[src/rtl/binary_to_ascii_digits_assert.svh]
// ----------------------------------------------------------------------------
// Binary to ASCII digits: assertion macros
// Clocked on clk_i and disabled while rst_ni is low.
// ----------------------------------------------------------------------------
`ifndef BINARY_TO_ASCII_DIGITS_ASSERT_SVH
`define BINARY_TO_ASCII_DIGITS_ASSERT_SVH

// Property that holds at every clock edge outside reset.
`define B2A_ASSERT(lbl, prop, msg) \
  lbl: assert property (@(posedge clk_i) disable iff (!rst_ni) (prop)) else $error(msg);

// Condition in one cycle implies a condition in the next cycle.
`define B2A_ASSERT_NEXT(lbl, pre, post, msg) \
  lbl: assert property (@(posedge clk_i) disable iff (!rst_ni) (pre) |=> (post)) \
    else $error(msg);

`endif

[src/rtl/b2a_pkg.sv]
// ----------------------------------------------------------------------------
// b2a_pkg
// Shared constants, types and the digit to ASCII mapping of the formatter.
// ----------------------------------------------------------------------------
package b2a_pkg;

  localparam int unsigned VALUE_BITS = 32;
  localparam int unsigned CHAR_W     = 7;
  localparam int unsigned DIG_W      = 4;
  // decimal digits of the largest value
  localparam int unsigned MAX_DIGITS = 10;
  localparam int unsigned IDX_W      = $clog2(MAX_DIGITS);
  localparam int unsigned CNT_W      = $clog2(MAX_DIGITS + 1);

  // v / 10 == (v * DIV10_RECIP) >> DIV10_SHIFT for every 32-bit v
  localparam logic [VALUE_BITS-1:0] DIV10_RECIP = 32'hCCCC_CCCD;
  localparam int unsigned PROD_W      = 2 * VALUE_BITS;
  localparam int unsigned DIV10_SHIFT = 35;
  localparam int unsigned QUOT_W      = PROD_W - DIV10_SHIFT;
  localparam logic [DIG_W-1:0] DEC_RADIX = 4'd10;

  localparam logic [CHAR_W-1:0] ASCII_ZERO = 7'h30;
  localparam logic [CHAR_W-1:0] ASCII_A    = 7'h41;

  typedef enum logic [2:0] {
    ST_IDLE,
    ST_MUL,
    ST_DIV,
    ST_HEX,
    ST_EMIT
  } state_e;

  typedef struct packed {
    logic load;      // take a new request
    logic mul;       // multiply by the reciprocal of ten
    logic div_step;  // store decimal remainder, keep quotient
    logic hex_step;  // store low nibble, shift right
    logic load_out;  // move next digit to the output register
  } cmd_t;

  typedef struct packed {
    logic in_hex;
    logic dec_zero;
    logic hex_zero;
    logic cnt_last;
    logic out_free;
  } status_t;

  function automatic logic [CHAR_W-1:0] digit_to_ascii(input logic [DIG_W-1:0] d);
    logic [CHAR_W-1:0] d_ext;
    d_ext = {{(CHAR_W-DIG_W){1'b0}}, d};
    if (d < DEC_RADIX) begin
      return ASCII_ZERO + d_ext;
    end
    return ASCII_A + (d_ext - {{(CHAR_W-DIG_W){1'b0}}, DEC_RADIX});
  endfunction

endpackage

[src/rtl/b2a_ctrl.sv]
// ----------------------------------------------------------------------------
// b2a_ctrl
// Sequencer: loads a request, steps the digit loop, then drains the digits.
// ----------------------------------------------------------------------------
module b2a_ctrl
  import b2a_pkg::*;
(
  input  logic    clk_i,
  input  logic    rst_ni,
  input  logic    in_valid_i,
  output logic    in_ready_o,
  input  status_t status_i,
  output cmd_t    cmd_o
);

  state_e state_q, state_d;

  always_ff @(posedge clk_i or negedge rst_ni) begin
    if (!rst_ni) begin
      state_q <= ST_IDLE;
    end else begin
      state_q <= state_d;
    end
  end

  always_comb begin
    state_d = state_q;
    unique case (state_q)
      ST_IDLE: begin
        if (in_valid_i) begin
          state_d = status_i.in_hex ? ST_HEX : ST_MUL;
        end
      end
      ST_MUL: state_d = ST_DIV;
      ST_DIV: state_d = status_i.dec_zero ? ST_EMIT : ST_MUL;
      ST_HEX: begin
        if (status_i.hex_zero) begin
          state_d = ST_EMIT;
        end
      end
      ST_EMIT: begin
        if (status_i.out_free && status_i.cnt_last) begin
          state_d = ST_IDLE;
        end
      end
      default: state_d = ST_IDLE;
    endcase
  end

  always_comb begin
    in_ready_o = 1'b0;
    cmd_o      = '0;
    unique case (state_q)
      ST_IDLE: begin
        in_ready_o = 1'b1;
        cmd_o.load = in_valid_i;
      end
      ST_MUL:  cmd_o.mul      = 1'b1;
      ST_DIV:  cmd_o.div_step = 1'b1;
      ST_HEX:  cmd_o.hex_step = 1'b1;
      ST_EMIT: cmd_o.load_out = status_i.out_free;
      default: cmd_o = '0;
    endcase
  end

endmodule

[config.mk]
export PLATFORM = sky130hd
export DESIGN_NAME = b2a_ctrl
export DESIGN_NICKNAME = d
export VERILOG_FILES = /design/src/rtl/binary_to_ascii_digits_assert.svh /design/src/rtl/b2a_pkg.sv /design/src/rtl/b2a_ctrl.sv
export SDC_FILE = /design/constraint.sdc
export NUM_CORES = 1
export LEC_CHECK = 0
export ABC_AREA = 1
export BUFFER_PORTS_ARGS = -buffer_cell sky130_fd_sc_hd__clkbuf_2
export CORE_AREA = 10 10 47 49
export CTS_BUF_LIST = sky130_fd_sc_hd__clkbuf_4
export DETAILED_ROUTE_END_ITERATION = 10
export DIE_AREA = 0 0 57 59
export PLACE_DENSITY = 0.41
export SYNTH_ARGS = -nofsm -noshare
export SYNTH_HDL_FRONTEND = slang
export SYNTH_SLANG_ARGS = --single-unit
[constraint.sdc]
create_clock -name clk_i -period 1.1 [get_ports clk_i]
set_input_delay 0.22 -clock clk_i [delete_from_list [all_inputs] [get_ports clk_i]]
set_output_delay 0.22 -clock clk_i [all_outputs]
set_load 0.01 [all_outputs]
==> flow_summary.json <==
{
  "start_kind": "register",
  "nFillCells": 173,
  "grt_pass1_vias": 286,
  "cts_buffer_depth": 2,
  "drc": 0,
  "violations": "negative setup slack",
  "powerDensity_nw_per_um2": 2650,
  "rows": 14,
  "fin_hold_ws_ns": 0.283,
  "ys_warn_count": 0,
  "drt_iter0_markers": 2,
  "status": "complete, but fails checks",
  "synthAdderAreaFrac_pct": 0,
  "syn-num-nets": 39,
  "cts_buffers": 3,
  "total_power_mw": 1.12,
  "synthSimpleGateAreaFrac_pct": 36.0,
  "start_util_pct": 14.6,
  "drt_wl_total_um": 690,
  "drt_pre_antenna_iters": 2,
  "regToRegSetupSlack_ns": 0.02,
  "skew_ns": 0.000942,
  "syn_to_final_growth_pct": 106,
  "min_path_type": "input pin to register",
  "insertion_delay_ns": 0.24,
  "track_usage_pct": 4.29,
  "dpl.cell_count": 63,
  "path_max_fanout": 4,
  "top_regs": "state_q x3",
  "required_ns": 0.88,
  "synth.area.mux_share_pct": 0,
  "crit_chain": "buf_6 > nand2_2 > nor2_1 > buf_2",
  "synth_top_family_by_area": "simple AND/OR/NAND/NOR gates",
  "cp-end-kind": "primary output",
  "grt-ovfl-total": 0,
  "hold_start": "status_i[2]",
  "regMostFlops": "state_q",
  "via_per_inst": 3.90,
  "synth-compound-area-share_pct": 14.6,
  "r2r-start": "state_q[2]$_DFFE_PN0P_",
  "drtAntennaViolNets": 0,
  "io_buffers": 13,
  "yosysUniqueCellTypes": 12,
  "vdd_drop_max_mv": 0.802,
  "fin_util_pct": 30.2,
  "synth_xor_area_share_pct": 0,
  "rr_endpoint": "state_q[0]$_DFFE_PN0P_",
  "fin_nets": 64,
  "antenna_found_initial": 0,
  "largest_reg_flops": 3,
  "post-route-period-util_pct": 118,
  "hpwl_um": 562,
  "final-setup-viol-count": 6,
  "holdPathStages": 4,
  "worst_slack_ns": -0.197,
  "dieArea_um2": 3360,
  "grt_max_degree": 6,
  "finalHoldViolCount": 0,
  "syn_inst": 31,
  "maxCapViolCount": 0,
  "cts.clk_slew.worst_paths_ns": 0.04,
  "path_class": "register to primary output",
  "r2r_cells": 6,
  "fmax_mhz": 771,
  "critPathSlowestCell": "dfrtp_1",
  "p_leak_nw": 0.235,
  "final_cell_count_no_fill": 71,
  "fin_crit_ns": 1.30,
  "gp_congestion": 0.687,
  "ys_ff_latch": 3,
  "drt-wirelength-per-cell_um": 9.72,
  "final_cell_mix": "clkbuf_2, inv_1, buf_2",
  "grt_pass1_wl_um": 1070,
  "cts_tree": "done",
  "die_w_um": 57,
  "ys_seq_area_share_pct": 36.6,
  "pre_cts_slack_ns": -0.0214,
  "drive_above_1_share_pct": 63.6,
  "maxSlewViolCount": 0,
  "placed_area_um2": 313,
  "layout_commonest_cell": "clkbuf_2",
  "critical-path-max-stage-delay_ns": 0.40,
  "syn-cell-area_um2": 205,
  "avgSynthCellArea_um2": 6.62,
  "min_to": "state_q[1]$_DFFE_PN0P_",
  "routed-via-count": 277,
  "diodes": 0,
  "ctsRootBufferMaster": "clkbuf_4",
  "final_area_um2": 423,
  "htreeDepth": 1,
  "slew_headroom_pct": 86.7,
  "tns_ns": -1.06,
  "rsz0062_at_grt": "true",
  "core_area_um2": 1400,
  "ioPinCount": 14,
  "worstMarginPinSlew_ns": 0.199,
  "clock-sinks": 3,
  "crit_arrival_ns": 1.08,
  "die_h_um": 59
}
## how the worst max path moves through the flow
stage	startpoint	end	depth (start not counted)
finish	state_q[1]$_DFFE_PN0P_	cmd_o[2]	4
global route	state_q[1]$_DFFE_PN0P_	cmd_o[2]	4
CTS	state_q[1]$_DFFE_PN0P_	cmd_o[4]	4
detailed placement	state_q[0]$_DFFE_PN0P_	cmd_o[4]	4
global placement	state_q[0]$_DFFE_PN0P_	cmd_o[4]	4
floorplan	state_q[0]$_DFFE_PN0P_	cmd_o[4]	3
## kinds of logic after synthesis
| logic type | after synthesis |
|---|---|
| buffers and inverters | 7 |
| DFF | 3 |
| and+or+nand+nor | 16 |
| AOI/OAI and AO/OA | 5 |
## synthesized netlist by cell type
cell / instances / share of area, %
nor2_2: 1 / 3.1
nand3_1: 2 / 4.9
o211ai_1: 2 / 7.3
nand4_1: 1 / 3.1
dfrtp_1: 3 / 37
inv_1: 7 / 13
nand2_1: 6 / 11
nand2_2: 1 / 3.1
nor3_1: 1 / 2.4
a21oi_1: 3 / 7.3
nor2_1: 3 / 5.5
and3_1: 1 / 3.1
## critical path, delay by kind of cell, from the launching register on
family | cells | cell delay, ns
buffers and inverters | 2 | 0.28
flip-flops | 1 | 0.40
AND/OR/NAND/NOR | 2 | 0.16
## per-layer routing
layer | track usage, % | share of wire (%) | routed length (um)
met1 | 3.23 | 38 | 262
met3 | 2.79 | 9.9 | 68
met5 | 0 | 0 | 0
met4 | 5.03 | 2.8 | 19
met2 | 6.82 | 49 | 339
## timing repair
item | 4_1_cts | 5_1_grt
pin swaps | 3 | 5
setup endpoints to repair | 6 | 6
endpoints found under the hold margin | 3 | 0
gates resized for setup | 4 | 17
hold buffers | 1 | 0
setup buffers | 1 | 2
## report_power, final
part / total, mW / internal, mW / switching (mW)
Clock: 0.222 / 0.161 / 0.0616
Sequential: 0.222 / 0.161 / 0.0612
Combinational: 0.675 / 0.336 / 0.339
Total: 1.12 / 0.658 / 0.462
## cell type report
cell class	count	area (um2)	share of cell area [%]
Multi-Input combinational cell	21	136	32.2
Timing Repair Buffer	20	134	31.7
Sequential cell	3	76.3	18.0
Clock buffer	4	30.0	7.10
Inverter	7	26.3	6.21
Tap cell	16	20.0	4.73
Power figures use the tool's default switching activity.
