File: src/rtl/binary_to_ascii_digits_assert.svh
// ----------------------------------------------------------------------------
// Binary to ASCII digits: assertion macros
// Clocked on clk_i and disabled while rst_ni is low.
// ----------------------------------------------------------------------------
`ifndef BINARY_TO_ASCII_DIGITS_ASSERT_SVH
`define BINARY_TO_ASCII_DIGITS_ASSERT_SVH

// Property that holds at every clock edge outside reset.
`define B2A_ASSERT(lbl, prop, msg) \
  lbl: assert property (@(posedge clk_i) disable iff (!rst_ni) (prop)) else $error(msg);

// Condition in one cycle implies a condition in the next cycle.
`define B2A_ASSERT_NEXT(lbl, pre, post, msg) \
  lbl: assert property (@(posedge clk_i) disable iff (!rst_ni) (pre) |=> (post)) \
    else $error(msg);

`endif

File: src/rtl/b2a_pkg.sv
// ----------------------------------------------------------------------------
// b2a_pkg
// Shared constants, types and the digit to ASCII mapping of the formatter.
// ----------------------------------------------------------------------------
package b2a_pkg;

  localparam int unsigned VALUE_BITS = 32;
  localparam int unsigned CHAR_W     = 7;
  localparam int unsigned DIG_W      = 4;
  // decimal digits of the largest value
  localparam int unsigned MAX_DIGITS = 10;
  localparam int unsigned IDX_W      = $clog2(MAX_DIGITS);
  localparam int unsigned CNT_W      = $clog2(MAX_DIGITS + 1);

  // v / 10 == (v * DIV10_RECIP) >> DIV10_SHIFT for every 32-bit v
  localparam logic [VALUE_BITS-1:0] DIV10_RECIP = 32'hCCCC_CCCD;
  localparam int unsigned PROD_W      = 2 * VALUE_BITS;
  localparam int unsigned DIV10_SHIFT = 35;
  localparam int unsigned QUOT_W      = PROD_W - DIV10_SHIFT;
  localparam logic [DIG_W-1:0] DEC_RADIX = 4'd10;

  localparam logic [CHAR_W-1:0] ASCII_ZERO = 7'h30;
  localparam logic [CHAR_W-1:0] ASCII_A    = 7'h41;

  typedef enum logic [2:0] {
    ST_IDLE,
    ST_MUL,
    ST_DIV,
    ST_HEX,
    ST_EMIT
  } state_e;

  typedef struct packed {
    logic load;      // take a new request
    logic mul;       // multiply by the reciprocal of ten
    logic div_step;  // store decimal remainder, keep quotient
    logic hex_step;  // store low nibble, shift right
    logic load_out;  // move next digit to the output register
  } cmd_t;

  typedef struct packed {
    logic in_hex;
    logic dec_zero;
    logic hex_zero;
    logic cnt_last;
    logic out_free;
  } status_t;

  function automatic logic [CHAR_W-1:0] digit_to_ascii(input logic [DIG_W-1:0] d);
    logic [CHAR_W-1:0] d_ext;
    d_ext = {{(CHAR_W-DIG_W){1'b0}}, d};
    if (d < DEC_RADIX) begin
      return ASCII_ZERO + d_ext;
    end
    return ASCII_A + (d_ext - {{(CHAR_W-DIG_W){1'b0}}, DEC_RADIX});
  endfunction

endpackage

File: src/rtl/b2a_datapath.sv
// ----------------------------------------------------------------------------
// b2a_datapath
// Working value, reciprocal multiplier, digit buffer and output register.
// ----------------------------------------------------------------------------
`include "binary_to_ascii_digits_assert.svh"

module b2a_datapath
  import b2a_pkg::*;
(
  input  logic                  clk_i,
  input  logic                  rst_ni,
  input  cmd_t                  cmd_i,
  output status_t               status_o,
  input  logic [VALUE_BITS-1:0] in_value_i,
  input  logic                  in_operation_i,
  output logic                  out_valid_o,
  input  logic                  out_ready_i,
  output logic [CHAR_W-1:0]     out_character_o,
  output logic                  out_last_o
);

  logic [VALUE_BITS-1:0] val_q;
  logic [PROD_W-1:0]     prod_q;
  logic [DIG_W-1:0]      dig_q [MAX_DIGITS];
  logic [CNT_W-1:0]      cnt_q;
  logic                  out_valid_q;
  logic [CHAR_W-1:0]     char_q;
  logic                  last_q;

  logic [VALUE_BITS-1:0] quot;
  logic [VALUE_BITS-1:0] quot_x10;
  logic [VALUE_BITS-1:0] rem_full;
  logic [DIG_W-1:0]      rem;
  logic [IDX_W-1:0]      wr_idx;
  logic [CNT_W-1:0]      cnt_dec;
  logic [IDX_W-1:0]      rd_idx;

  assign quot     = {{(VALUE_BITS-QUOT_W){1'b0}}, prod_q[PROD_W-1:DIV10_SHIFT]};
  assign quot_x10 = (quot << 3) + (quot << 1);
  assign rem_full = val_q - quot_x10;
  assign rem      = rem_full[DIG_W-1:0];
  assign wr_idx   = cnt_q[IDX_W-1:0];
  assign cnt_dec  = cnt_q - 1'b1;
  assign rd_idx   = cnt_dec[IDX_W-1:0];

  always_ff @(posedge clk_i or negedge rst_ni) begin
    if (!rst_ni) begin
      cnt_q       <= '0;
      out_valid_q <= 1'b0;
    end else begin
      if (cmd_i.load) begin
        cnt_q <= '0;
      end else if (cmd_i.div_step || cmd_i.hex_step) begin
        cnt_q <= cnt_q + 1'b1;
      end else if (cmd_i.load_out) begin
        cnt_q <= cnt_dec;
      end
      if (cmd_i.load_out) begin
        out_valid_q <= 1'b1;
      end else if (out_ready_i) begin
        out_valid_q <= 1'b0;
      end
    end
  end

  always_ff @(posedge clk_i) begin
    if (cmd_i.load) begin
      val_q <= in_value_i;
    end else if (cmd_i.div_step) begin
      val_q <= quot;
    end else if (cmd_i.hex_step) begin
      val_q <= val_q >> DIG_W;
    end
    if (cmd_i.mul) begin
      prod_q <= PROD_W'(val_q) * PROD_W'(DIV10_RECIP);
    end
    if (cmd_i.div_step) begin
      dig_q[wr_idx] <= rem;
    end else if (cmd_i.hex_step) begin
      dig_q[wr_idx] <= val_q[DIG_W-1:0];
    end
    if (cmd_i.load_out) begin
      char_q <= digit_to_ascii(dig_q[rd_idx]);
      last_q <= (cnt_q == CNT_W'(1));
    end
  end

  assign status_o.in_hex   = in_operation_i;
  assign status_o.dec_zero = (quot == '0);
  assign status_o.hex_zero = (val_q[VALUE_BITS-1:DIG_W] == '0);
  assign status_o.cnt_last = (cnt_q == CNT_W'(1));
  assign status_o.out_free = !out_valid_q || out_ready_i;

  assign out_valid_o     = out_valid_q;
  assign out_character_o = char_q;
  assign out_last_o      = last_q;

  `B2A_ASSERT(a_cnt_range, cnt_q <= CNT_W'(MAX_DIGITS), "digit count out of range")
  `B2A_ASSERT(a_no_overwrite, !cmd_i.load_out || !out_valid_q || out_ready_i,
              "output register overwritten while stalled")
  `B2A_ASSERT(a_rem_decimal, !cmd_i.div_step || (rem < DEC_RADIX),
              "decimal remainder not below ten")
  `B2A_ASSERT_NEXT(a_last_flag, cmd_i.load_out && (cnt_q == CNT_W'(1)),
                   out_valid_q && last_q, "final digit not marked last")

endmodule

File: config.mk
export PLATFORM = sky130hd
export DESIGN_NAME = b2a_datapath
export DESIGN_NICKNAME = d
export VERILOG_FILES = /design/src/rtl/b2a_pkg.sv /design/src/rtl/b2a_datapath.sv
export VERILOG_INCLUDE_DIRS = /design/src /design/src/rtl
export SDC_FILE = /design/constraint.sdc
export NUM_CORES = 1
export LEC_CHECK = 0
export BUFFER_PORTS_ARGS = -buffer_cell sky130_fd_sc_hd__buf_2
export CAP_MARGIN = 20
export CORE_MARGIN = 8
export CORE_UTILIZATION = 55
export CTS_BUF_LIST = sky130_fd_sc_hd__clkbuf_8
export DETAILED_ROUTE_END_ITERATION = 7
export PLACE_DENSITY_LB_ADDON = 0.12
export SYNTH_ARGS = -nofsm -noshare
export SYNTH_HDL_FRONTEND = slang
export SYNTH_SLANG_ARGS = --single-unit
File: constraint.sdc
create_clock -name clk_i -period 14.7 [get_ports clk_i]
set_input_delay 2.94 -clock clk_i [delete_from_list [all_inputs] [get_ports clk_i]]
set_output_delay 2.94 -clock clk_i [all_outputs]
set_load 0.005 [all_outputs]
==> results of run 1 <==
## stage by stage
stage	std cells	hold slack, ns
after floorplan	2034	0.525
after global placement	2585	0.487
after detailed placement	2587	0.540
after CTS	2619	0.558
after global routing	2619	0.596
final	2619	0.545
## final timing paths
path | slack, ns | cells after the start | to | startpoint
max in group asynchronous | 12.23 | 1 | cnt_q[0]$_DFFE_PN0P_ | rst_ni
worst min register to register | 0.55 | 2 | out_valid_o$_DFFE_PN0P_ | out_valid_o$_DFFE_PN0P_
worst min-delay path | 0.55 | 2 | out_valid_o$_DFFE_PN0P_ | out_valid_o$_DFFE_PN0P_
min in group asynchronous | 2.32 | 1 | out_valid_o$_DFFE_PN0P_ | rst_ni
worst max register to register | 6.15 | 24 | prod_q[60]$_DFFE_PP_ | val_q[20]$_DFFE_PP_
worst max-delay path | 6.15 | 24 | prod_q[60]$_DFFE_PP_ | val_q[20]$_DFFE_PP_
## logic make-up after synthesis
family	count (synthesis)	share of synthesized area
multiplexers	43	0.0245
flip-flops	114	0.156
XOR/XNOR	86	0.0347
AND/OR/NAND/NOR	231	0.0517
adder cells (fa/ha/maj)	761	0.572
buffers and inverters	603	0.105
AO/OA/AOI/OAI	196	0.0561
## worst max-delay path, cell delays in order (launching register included)
cell and delay (ns):
edfxtp_1 0.70, inv_1 0.09, ha_1 0.53, inv_1 0.16, fa_1 0.52, inv_1 0.05
fa_1 0.48, inv_1 0.06, fa_1 0.51, inv_1 0.07, fa_1 0.56, fa_1 0.43
fa_1 0.50, inv_1 0.05, fa_1 0.59, inv_1 0.08, ha_1 0.42, nand4_2 0.30
nor4_4 0.61, nand2_1 0.21, o31ai_2 0.48, and4_4 0.35, or3_4 0.14, a21oi_1 0.06
a311o_1 0.32
## area by class of cell
cell class / instances / area, um2
Clock buffer: 17 / 234
Clock inverter: 15 / 206
Fill cell: 3442 / 16400
Inverter: 573 / 2150
Multi-Input combinational cell: 1317 / 16100
Sequential cell: 114 / 3400
Tap cell: 525 / 657
Timing Repair Buffer: 58 / 305
## flip-flops by register name, indices dropped and copies added (netlist names)
register         cells
cnt_q                4
val_q               32
prod_q              29
dig_q               40
out_valid_o          1
out_character_o      7
out_last_o           1
## cell usage in the layout (no fill, tap or decap), types with 7 or more instances in the layout
cell type  Yosys  layout
nand2b_1       8       8
and3_1         7       7
mux4_2         8       8
inv_1        573     574
nand4_1       12      12
ha_1         374     374
edfxtp_1     109     109
xor2_1        40      40
xnor2_1       46      46
nor4_1        10      10
nor2_1        40      40
o21ai_0       60      60
buf_2          2      52
nor3_1        10      10
mux2i_1       33      33
nand2_1       95      95
nor2b_1        9       9
a21oi_1       58      58
a21o_1        24      24
fa_1         387     387
clkbuf_8       0      17
a211oi_1       9       9
nand3_1       11      11
and2_1        14      14
## metal layers
layer	share of wire	track usage	vias up
met2	0.49	0.456	367
met4	0.048	0.114	0
met3	0.047	0.0351	106
li1	-	-	6504
met5	0	0	-
met1	0.42	0.346	7209
==> out/qor.txt, run 1 <==
Pre-Repair DR Iteration Count = 5
Pre-CTS setup slack = 6.25 ns
CP max FO = 7
Arrival time of the worst setup path = 8.74 ns
Fin area = 23000 um2
Post-synthesis cell area = 21700 um2
First-pass GRT wire length = 93.6 mm
Post-CTS sizing = 0
I/O Pins = 55
Full die area = 46100 um2
Wire per inst = 23.1 um
Biggest area consumer among synthesized cells = fa_1
Area after DPL = 22600 um2
Core area = 39400 um2
Synth area leaders = fa_1, ha_1, edfxtp_1, inv_1, xnor2_1
Hold buffer count at CTS = 0
Unrepaired setup endpoints after global routing = no
Initial antenna violation count = 0
Largest net degree at the start of global routing = 67
Final setup violation count = 0
Slew Viols, Final = 0
Synth Register Bits = 114
Vias per cell = 5.42
Clk sinks = 114
Port bufs = 52
Placer Congestion = 0.973
Worst endpoint required time = 14.89 ns
Drt initial violations = 929
Count of cell types in the netlist = 64
Final hold vios = 0
Final WL = 60.5 mm
Fmax achieved = 117 MHz
Root buf cell = clkbuf_8
Dominant synthesized flop cell = edfxtp_1
Setup Fix Bufs, Post-CTS = 0
Deepest clock path buffer count = 2
Hold Crit Class = reg -> reg
Vias = 14186
Max-Cap Viols = 0
Post-route setup slack = 6.15 ns
H-tree levels = 4
Post-synth EDFFs = 109
Syn Area/Cell = 10.7 um2
Die height = 215 um
Worst slew pin tran = 0.991 ns
Vias in the first global route = 15659
Initial Util = 0.552
Outcome = complete, no violations
Residual DRC = 0
Die Wd = 215 um
Rows = 73
Setup TNS = 0 ns
Share of flip-flops with an asynchronous set or reset = 0.0439
Minimum clock period = 8.55 ns
Tot GR Track Use = 0.270
Yosys warns = 0
CTS buffer count = 17
Routed Antenna Nets = 0
Synth cell count leaders = inv_1, fa_1, ha_1, edfxtp_1, nand2_1
Worst-path clk slew = 0.08 ns
Worst-Skew Late Latency = 0.44 ns
Final Util = 0.584
Path type of the worst setup path = reg -> reg
CTS tree = yes
Most frequent cell after synthesis = inv_1
Area grow syn2layout = 5.87%
Total gr overflow = 0
Final net count = 2883
Clock Skews = 0.0120 ns
Detailed Place HPWL = 54.2 mm
Post-Synthesis Cells = 2034
Yosys top cell area share = 0.356
Fraction of layout cells with a size suffix above 1 = 0.0544
Final period util = 0.582
Critical Path Sink Type = flip-flop
Post-Syn Nets = 2836
Startpoint Class = flip-flop
# diodes = 0
Slew Limit Headroom = 0.335
Sequential element share of the synthesized area = 0.156
Power of run 1 is left out: the tool's default activity adds up to more than one toggle a clock period on the data nets, which glitch-free logic cannot reach.
==> inputs of run 2 (changes only) <==
==> constraint.sdc (replaced) <==
create_clock -name clk_i -period 7.9 [get_ports clk_i]
set_input_delay 1.58 -clock clk_i [delete_from_list [all_inputs] [get_ports clk_i]]
set_output_delay 1.58 -clock clk_i [all_outputs]
set_load 0.005 [all_outputs]
==> out/qor.txt, run 2 (synthesized netlist as in run 1, its figures left out) <==
Final period util = 0.975 (+0.394)
Biggest register = dig_q
Rows = 73 (unchanged)
Worst r2r dst = prod_q[59]$_DFFE_PP_
Clock Skews = 0.0236 ns (+0.0116 ns)
Detailed Place HPWL = 56.5 mm (+4.3%)
Arrival time of the worst setup path = 7.89 ns (-0.85 ns)
R2R setup slack = 0.20 ns (-5.96 ns)
Commonest non-fill, non-tap cell in the layout = inv_1
Fmax achieved = 130 MHz (+11%)
Worst slew pin tran = 0.987 ns (-0.00360 ns)
Tot GR Track Use = 0.274 (+0.00475)
FF-to-FF Start = val_q[9]$_DFFE_PP_
Die Wd = 215 um (unchanged)
Routed Antenna Nets = 0 (unchanged)
Final hold vios = 0 (unchanged)
Filler cell count = 3397 (-1.3%)
Worst Hold Path EP = out_valid_o$_DFFE_PN0P_
Core area = 39400 um2 (unchanged)
Path type of the worst setup path = reg -> reg
Worst-path clk slew = 0.09 ns (about the same)
Vias per cell = 5.47 (+0.92%)
Slew Viols, Final = 0 (unchanged)
Drt initial violations = 999 (+7.5%)
Final net count = 2957 (+2.6%)
Number of flip-flops in the largest register = 40 (unchanged)
Reg2Reg Depth = 22 (-8.3%)
Deepest clock path buffer count = 2 (unchanged)
Unrepaired setup endpoints after global routing = no
Clk sinks = 114 (unchanged)
Port bufs = 52 (unchanged)
Worst-Skew Late Latency = 0.43 ns (about the same)
Root buf cell = clkbuf_8
Max-Cap Viols = 0 (unchanged)
Worst endpoint required time = 8.08 ns (-6.81 ns)
H-tree levels = 4 (unchanged)
Pre-Repair DR Iteration Count = 5 (unchanged)
CTS buffer count = 17 (unchanged)
Placer Congestion = 0.994 (+2.1%)
Critical Path Sink Type = flip-flop
Initial antenna violation count = 0 (unchanged)
CTS tree = yes
Hold path startpoint = out_valid_o$_DFFE_PN0P_
Most frequent cells in the layout = inv_1, fa_1, ha_1, edfxtp_1, nand2_1
Vias = 14727 (+3.8%)
Final WL = 62.1 mm (+2.8%)
Wire per inst = 23.1 um (about the same)
Outcome = complete, no violations
Residual DRC = 0 (unchanged)
Largest net degree at the start of global routing = 67 (unchanged)
Startpoint Class = flip-flop
Area of the multi-input gates = 16100 um2 (+0.15%)
Vias in the first global route = 15899 (+1.5%)
Register area = 3400 um2 (unchanged)
Full die area = 46100 um2 (unchanged)
Die height = 215 um (unchanged)
Biggest regs = dig_q (40), val_q (32), prod_q (29)
I/O Pins = 55 (unchanged)
Total gr overflow = 0 (unchanged)
Hold path cells = 2 (unchanged)
Final setup violation count = 0 (unchanged)
First-pass GRT wire length = 95.3 mm (+1.8%)
Setup TNS = 0 ns (unchanged)
Fraction of layout cells with a size suffix above 1 = 0.0881 (+0.0337)
Minimum clock period = 7.70 ns (-0.844 ns)
CP max FO = 8 (+1)
Slew Limit Headroom = 0.335 (-0.000571)
Initial Util = 0.552 (unchanged)
Hold Crit Class = reg -> reg
Area grow syn2layout = 8.29%
## run 2: how the worst max path moves through the flow
stage	startpoint	endpoint	depth (start not counted)	slack, ns
global route	val_q[9]$_DFFE_PP_	prod_q[56]$_DFFE_PP_	21	0.001
detailed placement	val_q[10]$_DFFE_PP_	prod_q[60]$_DFFE_PP_	21	0.12
finish	val_q[9]$_DFFE_PP_	prod_q[59]$_DFFE_PP_	22	0.20
CTS	val_q[10]$_DFFE_PP_	prod_q[53]$_DFFE_PP_	22	0.08
floorplan	val_q[20]$_DFFE_PP_	prod_q[60]$_DFFE_PP_	26	0.97
global placement	val_q[9]$_DFFE_PP_	prod_q[60]$_DFFE_PP_	21	0.14
## run 2: area by class of cell
cell class                 count  share of cell area
inverter                     573              0.0914
antenna                        1            0.000106
tap                          525              0.0279
clock buffer                  17             0.00994
multi-input combinational   1317               0.683
sequential                   114               0.144
timing repair buffer         132              0.0366
clock inverter                15             0.00638
## run 2: stage by stage
step	hold slack, ns	utilization	instance area [um2]	std cells	setup slack [ns]
2_1_floorplan	0.525	-	21700	2034	0.967
3_3_place_gp	0.487	0.587	23100	2659	0.138
3_5_place_dp	0.506	0.587	23100	2659	0.120
4_1_cts	0.523	0.597	23500	2691	0.0804
5_1_grt	0.570	0.598	23500	2693	0.000981
6_report	0.520	0.598	23500	2694	0.195
## run 2: timing repair
action | 4_1_cts | 5_1_grt
gates resized for setup | 0 | 4
buffers inserted | 0 | 2
setup endpoints to repair | 0 | 12
hold buffers | 0 | 0
## run 2: critical path: stages (launching register included)
cell and delay, ns:
edfxtp_1 0.61, ha_1 0.56, xor2_1 0.23, ha_1 0.22, a21o_1 0.18, fa_1 0.57
inv_1 0.06, fa_1 0.50, inv_1 0.05, fa_1 0.62, fa_1 0.48, fa_1 0.51
fa_1 0.41, ha_1 0.33, nand2_1 0.13, nor2_1 0.06, a211oi_1 0.50, o2111a_1 0.33
o31ai_4 0.14, and4_4 0.26, or3_4 0.39, a31oi_1 0.21, xnor2_1 0.09
## run 2: per-layer routing
layer  up-vias  global-route usage  routed length (um)
met5         -                   0                   0
met4         0              0.0898                2330
met3        81              0.0218                2770
met2       408               0.489               31500
met1      7581               0.350               25500
li1       6657                   -                   -
Power of run 2 is left out for the same reason.
